$ cat config.mk
export PLATFORM = sky130hd
export DESIGN_NAME = pair_sum_enumerator
export DESIGN_NICKNAME = d
export VERILOG_FILES = /design/src/pse_pkg.sv /design/src/pair_sum_enumerator.sv
export SDC_FILE = /design/constraint.sdc
export NUM_CORES = 2
export LEC_CHECK = 0
export BUFFER_PORTS_ARGS = -buffer_cell sky130_fd_sc_hd__clkbuf_2
export CORE_UTILIZATION = 60
export DETAILED_ROUTE_END_ITERATION = 7
export PLACE_DENSITY_LB_ADDON = 0.05
export SLEW_MARGIN = 30
export SYNTH_ARGS = -nofsm -noshare
export SYNTH_HDL_FRONTEND = slang
export SYNTH_SLANG_ARGS = --single-unit
$ cat constraint.sdc
create_clock -name clk -period 7 [get_ports clk]
set_input_delay 1.05 -clock clk [delete_from_list [all_inputs] [get_ports clk]]
set_output_delay 1.05 -clock clk [all_outputs]
set_load 0.05 [all_outputs]
$ cat src/pse_pkg.sv
// shared codes for the pair sum enumerator
// request codes and configuration register indexes; no dependencies
`timescale 1ns / 1ps
`default_nettype none

package pse_pkg;

	// request codes carried by req_type
	localparam logic REQ_LOAD  = 1'b0;
	localparam logic REQ_FETCH = 1'b1;

	// configuration register indexes
	localparam int unsigned REG_TARGET_SUM = 0;

endpackage

`default_nettype wire

$ cat src/pair_sum_enumerator.sv
// pair sum enumerator top level: element store, insertion sequencer and pair scanner
// depends on pse_pkg for request codes and register indexes
// busy: a load holds busy through ST_INS_CHK and ST_INS_WAIT for each of the k elements
//   moved up and for the final write; a fetch holds it per pair tested, row opened, row
//   stepped past and the exhausted check; full-store loads and unsorted fetches are never busy
// flow: one transaction at a time, the next accepted in any cycle in which busy is low;
//   a fetch result is a one cycle strobe that the receiver cannot stall
// reset: empty unsorted set, target sum 0, store contents undefined until loaded
`timescale 1ns / 1ps
`default_nettype none

module pair_sum_enumerator
	import pse_pkg::*;
#(
	parameter int MAX_ELEMENTS = 64,
	parameter int VALUE_BITS   = 32,
	localparam int DATA_W      = (VALUE_BITS > 32) ? 64 : 32,
	localparam int ALIGN       = (VALUE_BITS > 32) ? 3 : 2,
	localparam int ADDR_W      = ALIGN + 1
) (
	input  wire logic                         clk,
	input  wire logic                         arst_n,
	// command channel
	input  wire logic                         start,
	output logic                              busy,
	input  wire logic                         req_type,
	input  wire logic signed [VALUE_BITS-1:0] element_value,
	input  wire logic                         last_element,
	// result channel
	output logic                              result_valid,
	output logic                              pair_valid,
	output logic signed [VALUE_BITS-1:0]      pair_smaller,
	output logic signed [VALUE_BITS-1:0]      pair_larger,
	output logic                              input_dropped,
	// configuration port
	input  wire logic                         psel,
	input  wire logic                         penable,
	input  wire logic                         pwrite,
	input  wire logic [ADDR_W-1:0]            paddr,
	input  wire logic [DATA_W-1:0]            pwdata,
	output logic [DATA_W-1:0]                 prdata,
	output logic                              pready
);

	localparam int CW = $clog2(MAX_ELEMENTS + 1);
	localparam int AW = $clog2(MAX_ELEMENTS);
	localparam int SW = VALUE_BITS + 1;

	typedef enum logic [2:0] {
		ST_IDLE,
		ST_INS_CHK,
		ST_INS_WAIT,
		ST_SCAN_CHK,
		ST_SCAN_A,
		ST_SCAN_B
	} state_t;

	state_t                  state_q;
	logic [CW-1:0]           count_q;
	logic                    sorted_q;
	logic                    dropped_q;
	logic [CW-1:0]           first_q;
	logic [CW-1:0]           second_q;
	logic [CW-1:0]           j_q;
	logic                    last_q;
	logic                    a_ok_q;
	logic [VALUE_BITS-1:0]   v_q;
	logic [VALUE_BITS-1:0]   a_q;
	logic [VALUE_BITS-1:0]   rd_q;
	logic [VALUE_BITS-1:0]   target_q;

	logic [VALUE_BITS-1:0]   mem [MAX_ELEMENTS];
	logic                    mem_we;
	logic [AW-1:0]           mem_waddr;
	logic [VALUE_BITS-1:0]   mem_wdata;
	logic [AW-1:0]           mem_raddr;

	logic                    accept;
	logic                    cfg_wr;
	logic                    reg_hit;
	logic [CW-1:0]           j_m1;
	logic [CW-1:0]           eff_count;
	logic                    v_less;
	logic [SW-1:0]           pair_sum;
	logic                    sum_match;

	// configuration register
	assign pready  = 1'b1;
	assign reg_hit = (paddr[ADDR_W-1:ALIGN] == 1'(REG_TARGET_SUM));
	assign cfg_wr  = psel && penable && pwrite && pready;
	assign prdata  = reg_hit ? DATA_W'(target_q) : '0;

	always_ff @(posedge clk or negedge arst_n) begin
		if (!arst_n) begin
			target_q <= '0;
		end else if (cfg_wr && reg_hit) begin
			target_q <= pwdata[VALUE_BITS-1:0];
		end
	end

	// compare unit for insertion and add unit for the pair scan
	assign v_less    = $signed(v_q) < $signed(rd_q);
	assign pair_sum  = {a_q[VALUE_BITS-1], a_q} + {rd_q[VALUE_BITS-1], rd_q};
	assign sum_match = (pair_sum == {target_q[VALUE_BITS-1], target_q});

	assign accept    = start && !busy;
	assign busy      = (state_q != ST_IDLE);
	assign j_m1      = j_q - 1'b1;
	assign eff_count = sorted_q ? '0 : count_q;

	// store port control
	always_comb begin
		mem_we    = 1'b0;
		mem_waddr = j_q[AW-1:0];
		mem_wdata = v_q;
		mem_raddr = j_m1[AW-1:0];
		unique case (state_q)
			ST_INS_CHK: begin
				if (j_q == '0) begin
					mem_we = 1'b1;
				end
			end
			ST_INS_WAIT: begin
				mem_we    = 1'b1;
				mem_wdata = v_less ? rd_q : v_q;
			end
			ST_SCAN_CHK: begin
				mem_raddr = a_ok_q ? second_q[AW-1:0] : first_q[AW-1:0];
			end
			default: begin
			end
		endcase
	end

	// element store with registered read
	always_ff @(posedge clk) begin
		if (mem_we) begin
			mem[mem_waddr] <= mem_wdata;
		end
		rd_q <= mem[mem_raddr];
	end

	// sequencer, set state and registered results
	always_ff @(posedge clk or negedge arst_n) begin
		if (!arst_n) begin
			state_q       <= ST_IDLE;
			count_q       <= '0;
			sorted_q      <= 1'b0;
			dropped_q     <= 1'b0;
			first_q       <= '0;
			second_q      <= CW'(1);
			j_q           <= '0;
			last_q        <= 1'b0;
			a_ok_q        <= 1'b0;
			v_q           <= '0;
			a_q           <= '0;
			result_valid  <= 1'b0;
			pair_valid    <= 1'b0;
			pair_smaller  <= '0;
			pair_larger   <= '0;
			input_dropped <= 1'b0;
		end else begin
			result_valid <= 1'b0;
			unique case (state_q)
				ST_IDLE: begin
					if (accept && req_type == REQ_LOAD) begin
						a_ok_q <= 1'b0;
						// a load after sorting opens a new set
						if (sorted_q) begin
							sorted_q  <= 1'b0;
							dropped_q <= 1'b0;
							first_q   <= '0;
							second_q  <= CW'(1);
						end
						count_q <= eff_count;
						if (eff_count < CW'(MAX_ELEMENTS)) begin
							j_q     <= eff_count;
							v_q     <= element_value;
							last_q  <= last_element;
							state_q <= ST_INS_CHK;
						end else begin
							// store full: drop, but a last mark still closes the set
							dropped_q <= 1'b1;
							if (last_element) begin
								sorted_q <= 1'b1;
								first_q  <= '0;
								second_q <= CW'(1);
							end
						end
					end else if (accept) begin
						input_dropped <= dropped_q;
						pair_smaller  <= '0;
						pair_larger   <= '0;
						pair_valid    <= 1'b0;
						if (sorted_q) begin
							state_q <= ST_SCAN_CHK;
						end else begin
							result_valid <= 1'b1;
						end
					end
				end
				ST_INS_CHK: begin
					if (j_q == '0) begin
						count_q <= count_q + 1'b1;
						if (last_q) begin
							sorted_q <= 1'b1;
							first_q  <= '0;
							second_q <= CW'(1);
						end
						state_q <= ST_IDLE;
					end else begin
						state_q <= ST_INS_WAIT;
					end
				end
				ST_INS_WAIT: begin
					// shift the larger neighbor up, or drop the new value in place
					if (v_less) begin
						j_q     <= j_m1;
						state_q <= ST_INS_CHK;
					end else begin
						count_q <= count_q + 1'b1;
						if (last_q) begin
							sorted_q <= 1'b1;
							first_q  <= '0;
							second_q <= CW'(1);
						end
						state_q <= ST_IDLE;
					end
				end
				ST_SCAN_CHK: begin
					if (first_q >= count_q) begin
						// pairs exhausted
						result_valid <= 1'b1;
						state_q      <= ST_IDLE;
					end else if (second_q >= count_q) begin
						first_q  <= first_q + 1'b1;
						second_q <= first_q + CW'(2);
						a_ok_q   <= 1'b0;
					end else if (!a_ok_q) begin
						state_q <= ST_SCAN_A;
					end else begin
						state_q <= ST_SCAN_B;
					end
				end
				ST_SCAN_A: begin
					a_q     <= rd_q;
					a_ok_q  <= 1'b1;
					state_q <= ST_SCAN_CHK;
				end
				ST_SCAN_B: begin
					second_q <= second_q + 1'b1;
					if (sum_match) begin
						result_valid <= 1'b1;
						pair_valid   <= 1'b1;
						pair_smaller <= a_q;
						pair_larger  <= rd_q;
						state_q      <= ST_IDLE;
					end else begin
						state_q <= ST_SCAN_CHK;
					end
				end
				default: begin
					state_q <= ST_IDLE;
				end
			endcase
		end
	end

endmodule

`default_nettype wire

==> out/summary.txt <==
status -> complete, no violations
Worst EP arrival -> 5.92 ns
initial antenna violation count -> 10
CP Data Required Time -> 7.66 ns
worst clock skew -> 0.04320 ns
vias in the first global route -> 50200
first-pass GRT wire length -> 337400 µm
min Tclk post-route -> 5.261 ns
die area -> 162300 µm²
Final Hold Viols -> 0
total CTS buffers -> 224
Final period util -> 75.16%
IO buf count -> 172
CTS tree -> yes
Clock Tree Buf Depth -> 3
die height -> 402.9 µm
fill count -> 10740
GR Overflow Total -> 0
Post-CTS Setup Inserts -> 0
max_slew headroom -> 27.23%
Initial Util -> 60.68%
Synth Warn # -> 0
Main synth FF type -> edfxtp_1
slew at the pin with the worst max-slew slack -> 1.088 ns
total negative setup slack -> 0 ns
RePlAce Congestion -> 0.9059
vias per inst -> 6.167
top post-synthesis cells by area -> edfxtp_1, mux2i_1, dfrtp_1
cells after synthesis -> 5846
largest net degree at the start of global routing -> 142
ANT nets after route -> 0
Yosys cell types -> 75
CTS Sinks -> 2278
worst reg2reg setup slack -> 1.74 ns
critical path peak fanout -> 18
Post-CTS Hold Buffers -> 0
Final Core Density -> 68.29%
Slew Limit Fails -> 0
H-tree level count -> 4
die span in x -> 402.9 µm
critical path class -> reg -> reg
Synth Net Count -> 6005
Root Buffer -> clkbuf_16
total number of vias -> 51660
Yosys reg bits -> 2278
Crit. End Element -> flip-flop
Synth Area per Inst -> 16.50 µm²
Hold Crit Class -> in -> async
register area share after synthesis -> 69.57%
io pins -> 176
post-synth top area share -> 63.77%
nets -> 6271
Synth-to-Final Area Change -> 12.54%
Synth Cell Area -> 96440 µm²
Core Region -> 158900 µm²
Layout Cells excl Fill -> 8377
hpwl dp -> 140600 µm
EDFF count, synth -> 2048
CTS resizes -> 0
startpoint types -> flip-flop
dominant cell type by area after synthesis -> edfxtp_1
setup violators final -> 0
CTS clock-pin slew for the worst setup and hold paths -> 0.06 ns
DRT Wirelength -> 234700 µm
row count -> 146
DRC -> 0
placed insts -> 7953
Wirelength per Cell -> 28.02 µm
Post-synth ARST share -> 8.692%
total global-route track usage -> 28.80%
initial DRC count -> 4637
clk_lat worst skew -> 0.86 ns
unrepaired setup endpoints after global routing -> no
share of cells above drive strength 1 -> 13.32%
drt first pass iters -> 6
Max Cap Viol -> 0
fmax -> 0.1901 GHz
[sequential cells by signal, summed over array words and instances, names as in the netlist]
| signal | cells |
|---|---|
| target_q | 32 |
| a_q | 32 |
| last_q | 1 |
| pair_larger | 32 |
| first_q | 7 |
| input_dropped | 1 |
| rd_q | 32 |
| dropped_q | 1 |
| count_q | 7 |
| pair_valid | 1 |
| j_q | 7 |
| sorted_q | 1 |
| state_q | 3 |
| mem | 2048 |
| v_q | 32 |
| second_q | 7 |
| result_valid | 1 |
| pair_smaller | 32 |
| a_ok_q | 1 |
[final timing paths]
check	startpoint	end	cells past startpoint
hold / removal	arst_n	target_q[5]$_DFFE_PN0P_	1
setup reg to reg	state_q[0]$_DFFE_PN0P_	rd_q[11]$_DFF_P_	10
setup / recovery	state_q[0]$_DFFE_PN0P_	rd_q[11]$_DFF_P_	10
max in group asynchronous	arst_n	v_q[17]$_DFFE_PN0P_	3
hold reg to reg	rd_q[21]$_DFF_P_	a_q[21]$_DFFE_PN0P_	2
min in group clk	pwdata[28]	target_q[28]$_DFFE_PN0P_	2
[through the flow]
stage | hold WS (ns) | setup slack, ns | instance area (µm²)
2_1_floorplan | 0.4561 | 1.395 | 96440
3_3_place_gp | 0.4772 | 1.865 | 101100
3_5_place_dp | 0.4847 | 1.888 | 101300
4_1_cts | 0.3654 | 1.863 | 108400
5_1_grt | 0.06398 | 1.591 | 108500
6_report | 0.09364 | 1.739 | 108500
[metal layers]
metal / vias up / global-route usage [%] / wire length [µm]
li1: 23110 / - / -
met4: 4 / 9.206 / 7186
met3: 305 / 5.198 / 15990
met1: 26610 / 42.23 / 104300
met2: 1635 / 44.02 / 107200
met5: - / 0 / 27
[cells by family (layout without fill, tap and decap cells)]
group	count (synthesis)	count (layout)	share of synthesized area, %
other cells	1	8	0.003888
simple gates	533	533	2.557
flops	2278	2278	69.57
compound gates	344	344	2.252
mux	2154	2154	22.45
fa+ha+maj	84	84	1.098
buf+inv	403	855	1.626
xor+xnor	49	49	0.4450
[cell usage in the layout (no fill, tap or decap), types with 54 or more instances in the layout]
cell / Yosys / layout
a21oi_1: 80 / 77
buf_4: 1 / 142
clkbuf_1: 160 / 54
clkbuf_16: 0 / 226
clkbuf_2: 0 / 171
dfrtp_1: 197 / 197
edfxtp_1: 2048 / 2048
ha_1: 83 / 83
inv_1: 94 / 94
mux2_2: 69 / 69
mux2i_1: 2085 / 2085
nand2_1: 216 / 216
nor2_1: 127 / 61
nor2_4: 0 / 65
o21ai_0: 120 / 88
[final cells by class]
cell class              count  area [µm²]  share of cell area [%]
multi-input cells        3165       28700                   26.44
clock inverters           127        1149                   1.058
flip-flops and latches   2278       67100                   61.82
repair buffers            348        2703                   2.490
clock buffers             285        5927                   5.461
inverters                  95       356.6                  0.3285
well taps                2072        2592                   2.389
diodes                      7       17.52                 0.01614
[cells in the mapped netlist (all sizes together) (7+ instances only)]
library cell and count:
nor2 127, or3 9, or4 8, a211oi 13, nand2 216, mux2 69
mux2i 2085, o31ai 7, ha 83, a221o 8, xnor2 24, nand2b 10
clkbuf 160, o22ai 7, buf 148, nand4 19, and3 17, nor3 25
xor2 25, inv 94, dfrtp 197, dfxtp 32, a21oi 80, a31oi 9
nand3 31, o21a 12, nor2b 41, edfxtp 2048, o21ai 124, o211ai 18
a21o 8
[critical path: stages, from the launching register on]
cell and delay (ns):
dfrtp_1 0.58, inv_1 0.18, or3_1 0.76, a21oi_4 0.82, buf_4 0.47, buf_4 0.35, mux2i_1 0.22, mux2i_1 0.08
mux2i_1 0.54, mux2i_1 0.40, mux2i_1 0.61
Power is not shown: default switching activity piles up to over one toggle a cycle in this logic, so the estimate is an artifact.
